## src/hw/rtl/i2crm_pkg.sv

```systemverilog
// Shared types and constants for the I2C register master.
package i2crm_pkg;

  localparam int unsigned CfgIndexWidth = 2;
  localparam int unsigned CfgDataWidth  = 16;

  localparam logic [CfgIndexWidth-1:0] CfgDeviceAddress = 2'd0;
  localparam logic [CfgIndexWidth-1:0] CfgHalfPeriod    = 2'd1;
  localparam logic [CfgIndexWidth-1:0] CfgAckTimeout    = 2'd2;

  localparam logic [6:0]  DeviceAddressReset = 7'd83;
  localparam logic [15:0] HalfPeriodReset    = 16'd5;
  localparam logic [7:0]  AckTimeoutReset    = 8'd250;

  typedef enum logic {
    ReqTick    = 1'b0,
    ReqCommand = 1'b1
  } req_type_t;

  typedef struct packed {
    logic       req_type;
    logic       sda_sample;
    logic       op_read;
    logic [7:0] reg_address;
    logic [7:0] write_byte;
    logic [4:0] read_count;
  } item_t;

  typedef struct packed {
    logic       scl_level;
    logic       sda_drive_enable;
    logic       sda_level;
    logic       busy_res;
    logic       byte_valid;
    logic [7:0] read_data;
    logic       last_byte;
    logic       done_res;
    logic       ack_error;
  } result_t;

  typedef struct packed {
    logic                     we;
    logic [CfgIndexWidth-1:0] index;
    logic [CfgDataWidth-1:0]  data;
  } cfg_write_t;

endpackage

```

## src/hw/rtl/i2crm_ifs.sv

```systemverilog
// Channel interfaces for commands and ticks, result words and configuration writes.
interface i2crm_req_if;
  logic       valid;
  logic       ready;
  logic       req_type;
  logic       sda_sample;
  logic       op_read;
  logic [7:0] reg_address;
  logic [7:0] write_byte;
  logic [4:0] read_count;

  modport source (output valid, output req_type, output sda_sample, output op_read,
                  output reg_address, output write_byte, output read_count, input ready);
  modport sink (input valid, input req_type, input sda_sample, input op_read,
                input reg_address, input write_byte, input read_count, output ready);
endinterface

interface i2crm_res_if;
  logic       valid;
  logic       ready;
  logic       scl_level;
  logic       sda_drive_enable;
  logic       sda_level;
  logic       busy_res;
  logic       byte_valid;
  logic [7:0] read_data;
  logic       last_byte;
  logic       done_res;
  logic       ack_error;

  modport source (output valid, output scl_level, output sda_drive_enable,
                  output sda_level, output busy_res, output byte_valid,
                  output read_data, output last_byte, output done_res,
                  output ack_error, input ready);
  modport sink (input valid, input scl_level, input sda_drive_enable,
                input sda_level, input busy_res, input byte_valid,
                input read_data, input last_byte, input done_res,
                input ack_error, output ready);
endinterface

interface i2crm_cfg_if;
  logic        valid;
  logic        ready;
  logic [1:0]  index;
  logic [15:0] data;

  modport source (output valid, output index, output data, input ready);
  modport sink (input valid, input index, input data, output ready);
endinterface

```

## src/hw/rtl/i2c_register_master.sv

```systemverilog
// Top level of the tick-driven I2C register master.
// The request channel carries two kinds of word. A command word (req_type 1) starts a
// register write or a register read of 1 to MAX_READ (default 16) bytes when the master is idle and is
// ignored otherwise. A tick word (req_type 0) carries the sampled SDA level and moves
// the bus sequencer one tick on. Every request word gives exactly one result word with
// the SCL and SDA drive held during that tick, the busy flag, any byte just received
// (with its last marker) and the done pulse with the ACK error flag.
// Configuration writes on the cfg channel are always taken; index 0 is the device
// address, 1 the half bit period in ticks and 2 the ACK timeout.
// A request word is handled in the cycle it is accepted and its result word is
// presented from the next cycle; one word can be taken every cycle while the result
// buffer has space. The rate is set by the single sequencer step per word.
// A two-entry result buffer holds results while the receiver stalls; request ready
// falls only when both entries are full.
// Reset returns the sequencer to idle, empties the result buffer and restores the
// configuration reset values (address 83, half period 5, timeout 250).
module i2c_register_master
  import i2crm_pkg::*;
#(
  parameter int unsigned MAX_READ = 16
) (
  input  logic         clk,
  input  logic         rst,
  i2crm_cfg_if.sink    cfg,
  i2crm_req_if.sink    request,
  i2crm_res_if.source  result
);

  cfg_write_t cfg_wr;
  item_t      item;
  result_t    step_res;
  result_t    head;
  logic       space;
  logic       step;

  assign cfg.ready    = 1'b1;
  assign cfg_wr.we    = cfg.valid;
  assign cfg_wr.index = cfg.index;
  assign cfg_wr.data  = cfg.data;

  assign request.ready = space;
  assign step          = request.valid && space;

  assign item.req_type    = request.req_type;
  assign item.sda_sample  = request.sda_sample;
  assign item.op_read     = request.op_read;
  assign item.reg_address = request.reg_address;
  assign item.write_byte  = request.write_byte;
  assign item.read_count  = request.read_count;

  i2crm_core #(
    .MAX_READ(MAX_READ)
  ) u_core (
    .clk    (clk),
    .rst    (rst),
    .cfg_wr (cfg_wr),
    .step   (step),
    .item   (item),
    .res    (step_res)
  );

  i2crm_obuf u_obuf (
    .clk       (clk),
    .rst       (rst),
    .push      (step),
    .push_data (step_res),
    .space     (space),
    .valid     (result.valid),
    .ready     (result.ready),
    .head      (head)
  );

  assign result.scl_level        = head.scl_level;
  assign result.sda_drive_enable = head.sda_drive_enable;
  assign result.sda_level        = head.sda_level;
  assign result.busy_res         = head.busy_res;
  assign result.byte_valid       = head.byte_valid;
  assign result.read_data        = head.read_data;
  assign result.last_byte        = head.last_byte;
  assign result.done_res         = head.done_res;
  assign result.ack_error        = head.ack_error;

endmodule

```

## src/hw/rtl/i2crm_core.sv

```systemverilog
// Bus sequencer: configuration registers, transaction state and the per-word step.
module i2crm_core
  import i2crm_pkg::*;
#(
  parameter int unsigned MAX_READ = 16
) (
  input  logic       clk,
  input  logic       rst,
  input  cfg_write_t cfg_wr,
  input  logic       step,
  input  item_t      item,
  output result_t    res
);

  typedef enum logic [3:0] {
    PhIdle, PhStartA, PhStartB, PhTxLo, PhTxHi, PhAckLo, PhAckHi, PhRsPrep,
    PhRxLo, PhRxHi, PhMackLo, PhMackHi, PhStopA, PhStopB, PhStopC
  } phase_t;

  typedef enum logic [1:0] {
    StAddrW, StReg, StData, StAddrR
  } stage_t;

  localparam logic [5:0] MaxRead = (MAX_READ > 31) ? 6'd31 : 6'(MAX_READ);

  logic [6:0]  device_address;
  logic [15:0] half_period_ticks;
  logic [7:0]  ack_timeout;

  phase_t      phase, phase_next;
  stage_t      stage, stage_next;
  logic [3:0]  bit_index, bit_index_next;
  logic [7:0]  shift_reg, shift_reg_next;
  logic [4:0]  bytes_left, bytes_left_next;
  logic [15:0] tick_count, tick_count_next;
  logic [7:0]  timeout_count, timeout_count_next;
  logic [7:0]  latched_register, latched_register_next;
  logic [7:0]  latched_data, latched_data_next;
  logic        latched_is_read, latched_is_read_next;
  logic        error_flag, error_flag_next;

  logic [15:0] hp;
  logic [16:0] tick_inc;
  logic [8:0]  timeout_inc;
  logic [3:0]  bit_inc;
  logic [4:0]  cnt;

  always_comb begin
    hp          = (half_period_ticks == 16'd0) ? 16'd1 : half_period_ticks;
    tick_inc    = {1'b0, tick_count} + 17'd1;
    timeout_inc = {1'b0, timeout_count} + 9'd1;
    bit_inc     = bit_index + 4'd1;
    cnt         = (item.read_count == 5'd0) ? 5'd1 : item.read_count;
    if ({1'b0, cnt} > MaxRead) begin
      cnt = MaxRead[4:0];
    end

    phase_next            = phase;
    stage_next            = stage;
    bit_index_next        = bit_index;
    shift_reg_next        = shift_reg;
    bytes_left_next       = bytes_left;
    tick_count_next       = tick_count;
    timeout_count_next    = timeout_count;
    latched_register_next = latched_register;
    latched_data_next     = latched_data;
    latched_is_read_next  = latched_is_read;
    error_flag_next       = error_flag;

    res                  = '0;
    res.scl_level        = 1'b1;
    res.sda_drive_enable = 1'b1;
    res.sda_level        = 1'b1;
    case (phase)
      PhStartB: res.sda_level = 1'b0;
      PhTxLo: begin
        res.scl_level = 1'b0;
        res.sda_level = shift_reg[7];
      end
      PhTxHi: res.sda_level = shift_reg[7];
      PhAckLo, PhRxLo: begin
        res.scl_level        = 1'b0;
        res.sda_drive_enable = 1'b0;
        res.sda_level        = 1'b0;
      end
      PhAckHi, PhRxHi: begin
        res.sda_drive_enable = 1'b0;
        res.sda_level        = 1'b0;
      end
      PhRsPrep: res.scl_level = 1'b0;
      PhMackLo: begin
        res.scl_level = 1'b0;
        res.sda_level = (bytes_left <= 5'd1);
      end
      PhMackHi: res.sda_level = (bytes_left <= 5'd1);
      PhStopA: begin
        res.scl_level = 1'b0;
        res.sda_level = 1'b0;
      end
      PhStopB: res.sda_level = 1'b0;
      default: ;
    endcase

    if (step) begin
      if (item.req_type == ReqCommand) begin
        if (phase == PhIdle) begin
          latched_is_read_next  = item.op_read;
          latched_register_next = item.reg_address;
          latched_data_next     = item.write_byte;
          bytes_left_next       = cnt;
          error_flag_next       = 1'b0;
          timeout_count_next    = '0;
          tick_count_next       = '0;
          bit_index_next        = '0;
          stage_next            = StAddrW;
          shift_reg_next        = {device_address, 1'b0};
          phase_next            = PhStartA;
        end
      end else if (phase != PhIdle) begin
        if (tick_inc < {1'b0, hp}) begin
          tick_count_next = tick_inc[15:0];
        end else begin
          tick_count_next = '0;
          case (phase)
            PhStartA: phase_next = PhStartB;
            PhStartB: begin
              bit_index_next = '0;
              phase_next     = PhTxLo;
            end
            PhTxLo: phase_next = PhTxHi;
            PhTxHi: begin
              shift_reg_next = {shift_reg[6:0], 1'b0};
              bit_index_next = bit_inc;
              if (bit_inc >= 4'd8) begin
                timeout_count_next = '0;
                phase_next         = PhAckLo;
              end else begin
                phase_next = PhTxLo;
              end
            end
            PhAckLo: phase_next = PhAckHi;
            PhAckHi: begin
              if (!item.sda_sample) begin
                bit_index_next = '0;
                case (stage)
                  StAddrW: begin
                    stage_next     = StReg;
                    shift_reg_next = latched_register;
                    phase_next     = PhTxLo;
                  end
                  StReg: begin
                    if (latched_is_read) begin
                      stage_next     = StAddrR;
                      shift_reg_next = {device_address, 1'b1};
                      phase_next     = PhRsPrep;
                    end else begin
                      stage_next     = StData;
                      shift_reg_next = latched_data;
                      phase_next     = PhTxLo;
                    end
                  end
                  StData: phase_next = PhStopA;
                  default: begin
                    shift_reg_next = '0;
                    phase_next     = PhRxLo;
                  end
                endcase
              end else if (timeout_inc > {1'b0, ack_timeout}) begin
                error_flag_next = 1'b1;
                phase_next      = PhStopA;
              end else begin
                timeout_count_next = timeout_inc[7:0];
                tick_count_next    = hp - 16'd1;
              end
            end
            PhRsPrep: phase_next = PhStartA;
            PhRxLo: phase_next = PhRxHi;
            PhRxHi: begin
              shift_reg_next = {shift_reg[6:0], item.sda_sample};
              bit_index_next = bit_inc;
              if (bit_inc >= 4'd8) begin
                res.byte_valid = 1'b1;
                res.read_data  = {shift_reg[6:0], item.sda_sample};
                res.last_byte  = (bytes_left <= 5'd1);
                phase_next     = PhMackLo;
              end else begin
                phase_next = PhRxLo;
              end
            end
            PhMackLo: phase_next = PhMackHi;
            PhMackHi: begin
              if (bytes_left <= 5'd1) begin
                bytes_left_next = '0;
                phase_next      = PhStopA;
              end else begin
                bytes_left_next = bytes_left - 5'd1;
                bit_index_next  = '0;
                shift_reg_next  = '0;
                phase_next      = PhRxLo;
              end
            end
            PhStopA: phase_next = PhStopB;
            PhStopB: phase_next = PhStopC;
            PhStopC: begin
              res.done_res  = 1'b1;
              res.ack_error = error_flag;
              phase_next    = PhIdle;
            end
            default: phase_next = PhIdle;
          endcase
        end
      end
    end

    res.busy_res = (phase != PhIdle) || (phase_next != PhIdle);
  end

  always_ff @(posedge clk) begin
    if (rst) begin
      device_address    <= DeviceAddressReset;
      half_period_ticks <= HalfPeriodReset;
      ack_timeout       <= AckTimeoutReset;
      phase             <= PhIdle;
      stage             <= StAddrW;
      bit_index         <= '0;
      shift_reg         <= '0;
      bytes_left        <= '0;
      tick_count        <= '0;
      timeout_count     <= '0;
      latched_register  <= '0;
      latched_data      <= '0;
      latched_is_read   <= 1'b0;
      error_flag        <= 1'b0;
    end else begin
      if (cfg_wr.we) begin
        case (cfg_wr.index)
          CfgDeviceAddress: device_address <= cfg_wr.data[6:0];
          CfgHalfPeriod:    half_period_ticks <= cfg_wr.data;
          CfgAckTimeout:    ack_timeout <= cfg_wr.data[7:0];
          default: ;
        endcase
      end
      phase            <= phase_next;
      stage            <= stage_next;
      bit_index        <= bit_index_next;
      shift_reg        <= shift_reg_next;
      bytes_left       <= bytes_left_next;
      tick_count       <= tick_count_next;
      timeout_count    <= timeout_count_next;
      latched_register <= latched_register_next;
      latched_data     <= latched_data_next;
      latched_is_read  <= latched_is_read_next;
      error_flag       <= error_flag_next;
    end
  end

endmodule

```

## src/hw/rtl/i2crm_obuf.sv

```systemverilog
// Two-entry result buffer that decouples the result channel from the request channel.
module i2crm_obuf
  import i2crm_pkg::*;
(
  input  logic    clk,
  input  logic    rst,
  input  logic    push,
  input  result_t push_data,
  output logic    space,
  output logic    valid,
  input  logic    ready,
  output result_t head
);

  result_t    entry [2];
  logic       wptr;
  logic       rptr;
  logic [1:0] count;
  logic       pop;

  assign space = (count != 2'd2);
  assign valid = (count != 2'd0);
  assign pop   = valid && ready;
  assign head  = entry[rptr];

  always_ff @(posedge clk) begin
    if (push) begin
      entry[wptr] <= push_data;
    end
  end

  always_ff @(posedge clk) begin
    if (rst) begin
      wptr  <= 1'b0;
      rptr  <= 1'b0;
      count <= '0;
    end else begin
      if (push) begin
        wptr <= ~wptr;
      end
      if (pop) begin
        rptr <= ~rptr;
      end
      case ({push, pop})
        2'b10:   count <= count + 2'd1;
        2'b01:   count <= count - 2'd1;
        default: ;
      endcase
    end
  end

endmodule

```

## src/flat_wrapper.sv

```systemverilog
// flat-port wrapper written by rule: the top's interface ports become plain ports
module i2c_register_master_flat import i2crm_pkg::*;
#(
  parameter int unsigned MAX_READ = 16
)
  (clk, rst, cfg_valid, cfg_index, cfg_data, cfg_ready, request_valid, request_req_type, request_sda_sample, request_op_read, request_reg_address, request_write_byte, request_read_count, request_ready, result_valid, result_scl_level, result_sda_drive_enable, result_sda_level, result_busy_res, result_byte_valid, result_read_data, result_last_byte, result_done_res, result_ack_error, result_ready);
  i2crm_cfg_if cfg_i ();
  i2crm_req_if request_i ();
  i2crm_res_if result_i ();
  input  logic clk;
  input  logic rst;
  input wire logic [$bits(cfg_i.valid)-1:0] cfg_valid;
  input wire logic [$bits(cfg_i.index)-1:0] cfg_index;
  input wire logic [$bits(cfg_i.data)-1:0] cfg_data;
  output wire logic [$bits(cfg_i.ready)-1:0] cfg_ready;
  input wire logic [$bits(request_i.valid)-1:0] request_valid;
  input wire logic [$bits(request_i.req_type)-1:0] request_req_type;
  input wire logic [$bits(request_i.sda_sample)-1:0] request_sda_sample;
  input wire logic [$bits(request_i.op_read)-1:0] request_op_read;
  input wire logic [$bits(request_i.reg_address)-1:0] request_reg_address;
  input wire logic [$bits(request_i.write_byte)-1:0] request_write_byte;
  input wire logic [$bits(request_i.read_count)-1:0] request_read_count;
  output wire logic [$bits(request_i.ready)-1:0] request_ready;
  output wire logic [$bits(result_i.valid)-1:0] result_valid;
  output wire logic [$bits(result_i.scl_level)-1:0] result_scl_level;
  output wire logic [$bits(result_i.sda_drive_enable)-1:0] result_sda_drive_enable;
  output wire logic [$bits(result_i.sda_level)-1:0] result_sda_level;
  output wire logic [$bits(result_i.busy_res)-1:0] result_busy_res;
  output wire logic [$bits(result_i.byte_valid)-1:0] result_byte_valid;
  output wire logic [$bits(result_i.read_data)-1:0] result_read_data;
  output wire logic [$bits(result_i.last_byte)-1:0] result_last_byte;
  output wire logic [$bits(result_i.done_res)-1:0] result_done_res;
  output wire logic [$bits(result_i.ack_error)-1:0] result_ack_error;
  input wire logic [$bits(result_i.ready)-1:0] result_ready;
  assign cfg_i.valid = cfg_valid;
  assign cfg_i.index = cfg_index;
  assign cfg_i.data = cfg_data;
  assign cfg_ready = cfg_i.ready;
  assign request_i.valid = request_valid;
  assign request_i.req_type = request_req_type;
  assign request_i.sda_sample = request_sda_sample;
  assign request_i.op_read = request_op_read;
  assign request_i.reg_address = request_reg_address;
  assign request_i.write_byte = request_write_byte;
  assign request_i.read_count = request_read_count;
  assign request_ready = request_i.ready;
  assign result_valid = result_i.valid;
  assign result_scl_level = result_i.scl_level;
  assign result_sda_drive_enable = result_i.sda_drive_enable;
  assign result_sda_level = result_i.sda_level;
  assign result_busy_res = result_i.busy_res;
  assign result_byte_valid = result_i.byte_valid;
  assign result_read_data = result_i.read_data;
  assign result_last_byte = result_i.last_byte;
  assign result_done_res = result_i.done_res;
  assign result_ack_error = result_i.ack_error;
  assign result_i.ready = result_ready;
  i2c_register_master #(.MAX_READ(MAX_READ)) u_core (.clk(clk), .rst(rst), .cfg(cfg_i), .request(request_i), .result(result_i));
endmodule
```

## config.mk

```make
export PLATFORM = sky130hd
export DESIGN_NAME = i2c_register_master_flat
export DESIGN_NICKNAME = d
export VERILOG_FILES = /design/src/hw/rtl/i2crm_pkg.sv /design/src/hw/rtl/i2crm_ifs.sv /design/src/hw/rtl/i2c_register_master.sv /design/src/hw/rtl/i2crm_core.sv /design/src/hw/rtl/i2crm_obuf.sv /design/src/flat_wrapper.sv
export SDC_FILE = /design/constraint.sdc
export NUM_CORES = 1
export LEC_CHECK = 0
export BUFFER_PORTS_ARGS = -buffer_cell sky130_fd_sc_hd__buf_2
export CAP_MARGIN = 0
export CORE_MARGIN = 5
export CORE_UTILIZATION = 35
export CTS_CLUSTER_SIZE = 14
export DETAILED_ROUTE_END_ITERATION = 7
export HOLD_SLACK_MARGIN = 0.03
export PLACE_DENSITY_LB_ADDON = 0.12
export SYNTH_ARGS = -nofsm -noshare
export SYNTH_HDL_FRONTEND = slang
export SYNTH_SLANG_ARGS = --single-unit
```

## constraint.sdc

```tcl
create_clock -name clk -period 5.5 [get_ports clk]
set_input_delay 0.825 -clock clk [delete_from_list [all_inputs] [get_ports clk]]
set_output_delay 0.825 -clock clk [all_outputs]
set_load 0.1 [all_outputs]
```

==> metrics.md <==
| Metric | Value |
|---|---|
| Worst-margin pin slew | ~1.2 ns |
| Final Hold Fails | 0 |
| Drt first-iter violations | 432 |
| Max-slew violations | 0 |
| Post-synthesis sequential element count | 133 |
| CTS tree | yes |
| Core ar. | 0.0210 sq mm |
| Via density | 5.18 |
| Largest register FFs | 32 |
| MaxCap Viol Count | 0 |
| Chip width | 156 um |
| Netlist Area Pre-Place | 0.00741 sq mm |
| Outcome | complete, no violations |
| Startpoint types | register |
| TritonCTS buffer count | 17 |
| Post-Synth Simple-Gate Area | 23.7% |
| Clock transition at the registers of the reported paths | 0.06 ns |
| Netlist cell types | 72 |
| Initial antenna violation count | 0 |
| Total power | 0.00318 W |
| Wire per inst | 16.2 um |
| Number of I/O port buffers | 64 |
| ANT nets after route | 0 |
| CP endpoint kind | register |
| Clock Latency Late Sink | 0.43 ns |
| Pwr dens | ~370 mW/mm^2 |
| Final #Nets | 990 |
| Internal power | 0.00205 W |
| Top FF cell, synth | dfxtp_1 |
| Net switching power | 0.00113 W |
| Detail Placement HPWL | 14000 um |
| Worst R2R Path Depth | 12 |
| Post-synth EDFFs | 32 |
| Gpl congestion | 0.790 |
| Syn_area_per_cell | 8.51 sq um |
| Post-synthesis to final-layout area growth | 15.3% |
| Synth Area in XOR/XNOR | 4.72% |
| Min Clock Period, post-route | approximately 4.2 ns |
| WHS Endpoint | u_core.u_core.latched_register[5] |
| Compound-cell area share of the yosys netlist | 15.1% |
| Post-CTS sizing | 0 |
| Clk pwr share | 38.1% |
| Layout cell share with drive strength beyond 1 | 15.4% |
| First-pass DRT Iterations | 5 |
| Pin count of the biggest net entering global routing | 40 |
| Setup Buffers After CTS | 0 |
| IO Count | 66 |
| Clock tree root driver cell | clkbuf_16 |
| Critical Path RT | 5.76 ns |
| Antenna Cells | 0 |
| Logic gate share of total power | 25.9% |
| Setup CP Type | register to register |
| Worst VDD drop | 0.000231 V |
| Fin crit share | 76.9% |
| Full die area | 0.0242 sq mm |
| Synth Area in Adders | 5.40% |
| Syn Nets | 950 |
| Top reg by flops | u_core.u_obuf.entry |
| Final Skew | 0.0103 ns |
| Die height | 156 um |
| Switching Fraction | 35.5% |
| Post-synthesis sequential area ratio | ~40% |
| CTS H-tree lvls | 4 |
| TNS Setup | 0 ns |
| Routed WL | 19400 um |
| Ys Warns | 0 |
| Start point of the worst min-delay path | u_core.u_core.latched_register[5] |
| Initial Utilization | between 30 and 40% |
| DR vias | approximately 6200 |
| Slew HR | 18.7% |
| Worst hold-check path type | register to register |
| TritonCTS Sinks | ~130 |
| Drt drc | 0 |
| Filler cell count in the final layout | 2214 |
| RSZ-0062 raised after global routing | no |
| Clk buf depth | 2 |
| FF-to-FF End | u_core.u_core.timeout_count[0] |
| Num rows | 53 |
| Hold Buf Count CTS | 0 |
| Global-route wire length before repair | 31900 um |
| CP arrival | between 4 and 5 ns |
| Final setup fails | 0 |
| Flop2flop setup slack | 1.27 ns |
| Share of async-settable or async-resettable flops after synthesis | 0% |
| Peak fanout along the critical path | 12 |
| Sequential Power Share | 36.1% |
| Hold-critical path depth | 2 |
| Post-synthesis mux area share | 5.86% |
| Main combinational cell family by area after synthesis | simple AND/OR/NAND/NOR gates |
| Tot GR Track Use | around 16% |
| Cells after Synth | 871 |
| Worst r2r src | u_core.u_core.tick_count[0] |
| Largest regs | u_core.u_obuf.entry (32), u_core.u_core.half_period_ticks (16), u_core.u_core.tick_count (16) |
| GRT overflow | 0 |
| Leak | roughly 3.2 nW |
| Max Clk Rate | 236 MHz |
| Vias in the first global route | about 6000 |
## power by group through the flow
stage          clock [W]  combinational [W]  sequential [W]
3_3_place_gp           0           0.000829         0.00117
3_5_place_dp           0           0.000826         0.00117
4_1_cts          0.00123           0.000829         0.00115
2_1_floorplan          0           0.000701         0.00114
5_1_grt          0.00128           0.000873         0.00116
6_report         0.00121           0.000821         0.00115
## worst max-delay path by stage
stage | from | end | slack (ns) | cells after the start
2_1_floorplan | u_core.u_core.tick_count[0] | u_core.u_core.timeout_count[2] | 2.00 | 13
3_3_place_gp | u_core.u_core.tick_count[0] | u_core.u_core.timeout_count[6] | 1.40 | 12
3_5_place_dp | u_core.u_core.tick_count[0] | u_core.u_core.timeout_count[4] | 1.27 | 12
4_1_cts | u_core.u_core.tick_count[0] | u_core.u_core.timeout_count[6] | 1.25 | 12
5_1_grt | u_core.u_core.tick_count[0] | u_core.u_core.timeout_count[2] | 0.87 | 12
6_report | u_core.u_core.tick_count[0] | u_core.u_core.timeout_count[0] | 1.27 | 12
## layout make-up
type	count	area, sq um	share of cell area (%)
clock inverter	13	184	2.15
clock buffer	19	433	5.06
timing repair buffer	74	395	4.62
multi-input combinational	650	4080	47.7
sequential	133	2980	34.9
tap	275	344	4.02
inverter	35	131	1.54
## cells in the final DEF (no fill, tap or decap), drive strengths merged, types with 22 or more instances in the layout
cell / count
nand2: 160
dfxtp: 101
o21ai: 34
xnor2: 28
mux2i: 22
buf: 74
edfxtp: 32
a21oi: 54
nand3: 41
ha: 32
inv: 35
nor2: 54
## layer usage
layer  up-vias  wire, um  share of wire, %  GRT usage, %
met3        18       713               3.7          3.13
met1      2911     10400                54          25.2
met5         -         0                 0             0
li1       3177         -                 -             -
met4         0       203               1.0          4.38
met2       107      8060                42          23.0
## cells by family after synthesis
logic type | count (synthesis)
AND/OR/NAND/NOR | 364
AO/OA/AOI/OAI | 172
flip-flops | 133
buffers and inverters | 88
multiplexers | 41
XOR/XNOR | 40
adder cells (fa/ha/maj) | 32
other | 1
## stage by stage
| stage | hold WS, ns | area, sq um | setup WS [ns] | utilization (%) | instances |
|---|---|---|---|---|---|
| floorplan | 0.427 | 7410 | 2.00 | - | 871 |
| global placement | 0.434 | 7930 | 1.40 | 37.9 | 1167 |
| detailed placement | 0.441 | 7930 | 1.27 | 37.9 | 1167 |
| CTS | 0.450 | 8550 | 1.25 | 40.8 | 1199 |
| global route | 0.470 | 8550 | 0.868 | 40.8 | 1199 |
| finish | 0.449 | 8550 | 1.27 | 40.8 | 1199 |
## critical path: stages, from the launching register on
cell      delay, ns
dfxtp_1        0.41
ha_1           0.21
nand3_1        0.17
nor4_2         0.55
nand3_1        0.16
xnor2_1        0.17
ha_1           0.31
nand3_1        0.12
nor4_1         0.38
o311ai_2       0.18
and4_1         0.36
nor4_2         0.86
o22ai_1        0.19
## synthesized netlist by cell type, types with 7 or more instances
cell type | number | share of area [%]
o21ai_0 | 32 | 2.2
mux2_2 | 19 | 2.9
nand4_1 | 14 | 1.2
o211ai_1 | 17 | 1.7
nor3b_1 | 7 | 0.71
clkbuf_1 | 40 | 2.0
xor2_1 | 12 | 1.4
a21oi_1 | 54 | 3.6
a32oi_1 | 12 | 1.4
ha_1 | 32 | 5.4
edfxtp_1 | 32 | 13
mux2i_1 | 22 | 3.0
or3_1 | 7 | 0.59
dfxtp_1 | 101 | 27
xnor2_1 | 28 | 3.3
nor2b_1 | 14 | 1.2
nor2_1 | 54 | 2.7
nand3_1 | 41 | 2.8
nor3_1 | 15 | 1.0
and2_1 | 11 | 0.93
inv_1 | 33 | 1.7
nand2_1 | 160 | 8.1
(Power assumes the default switching activity.)
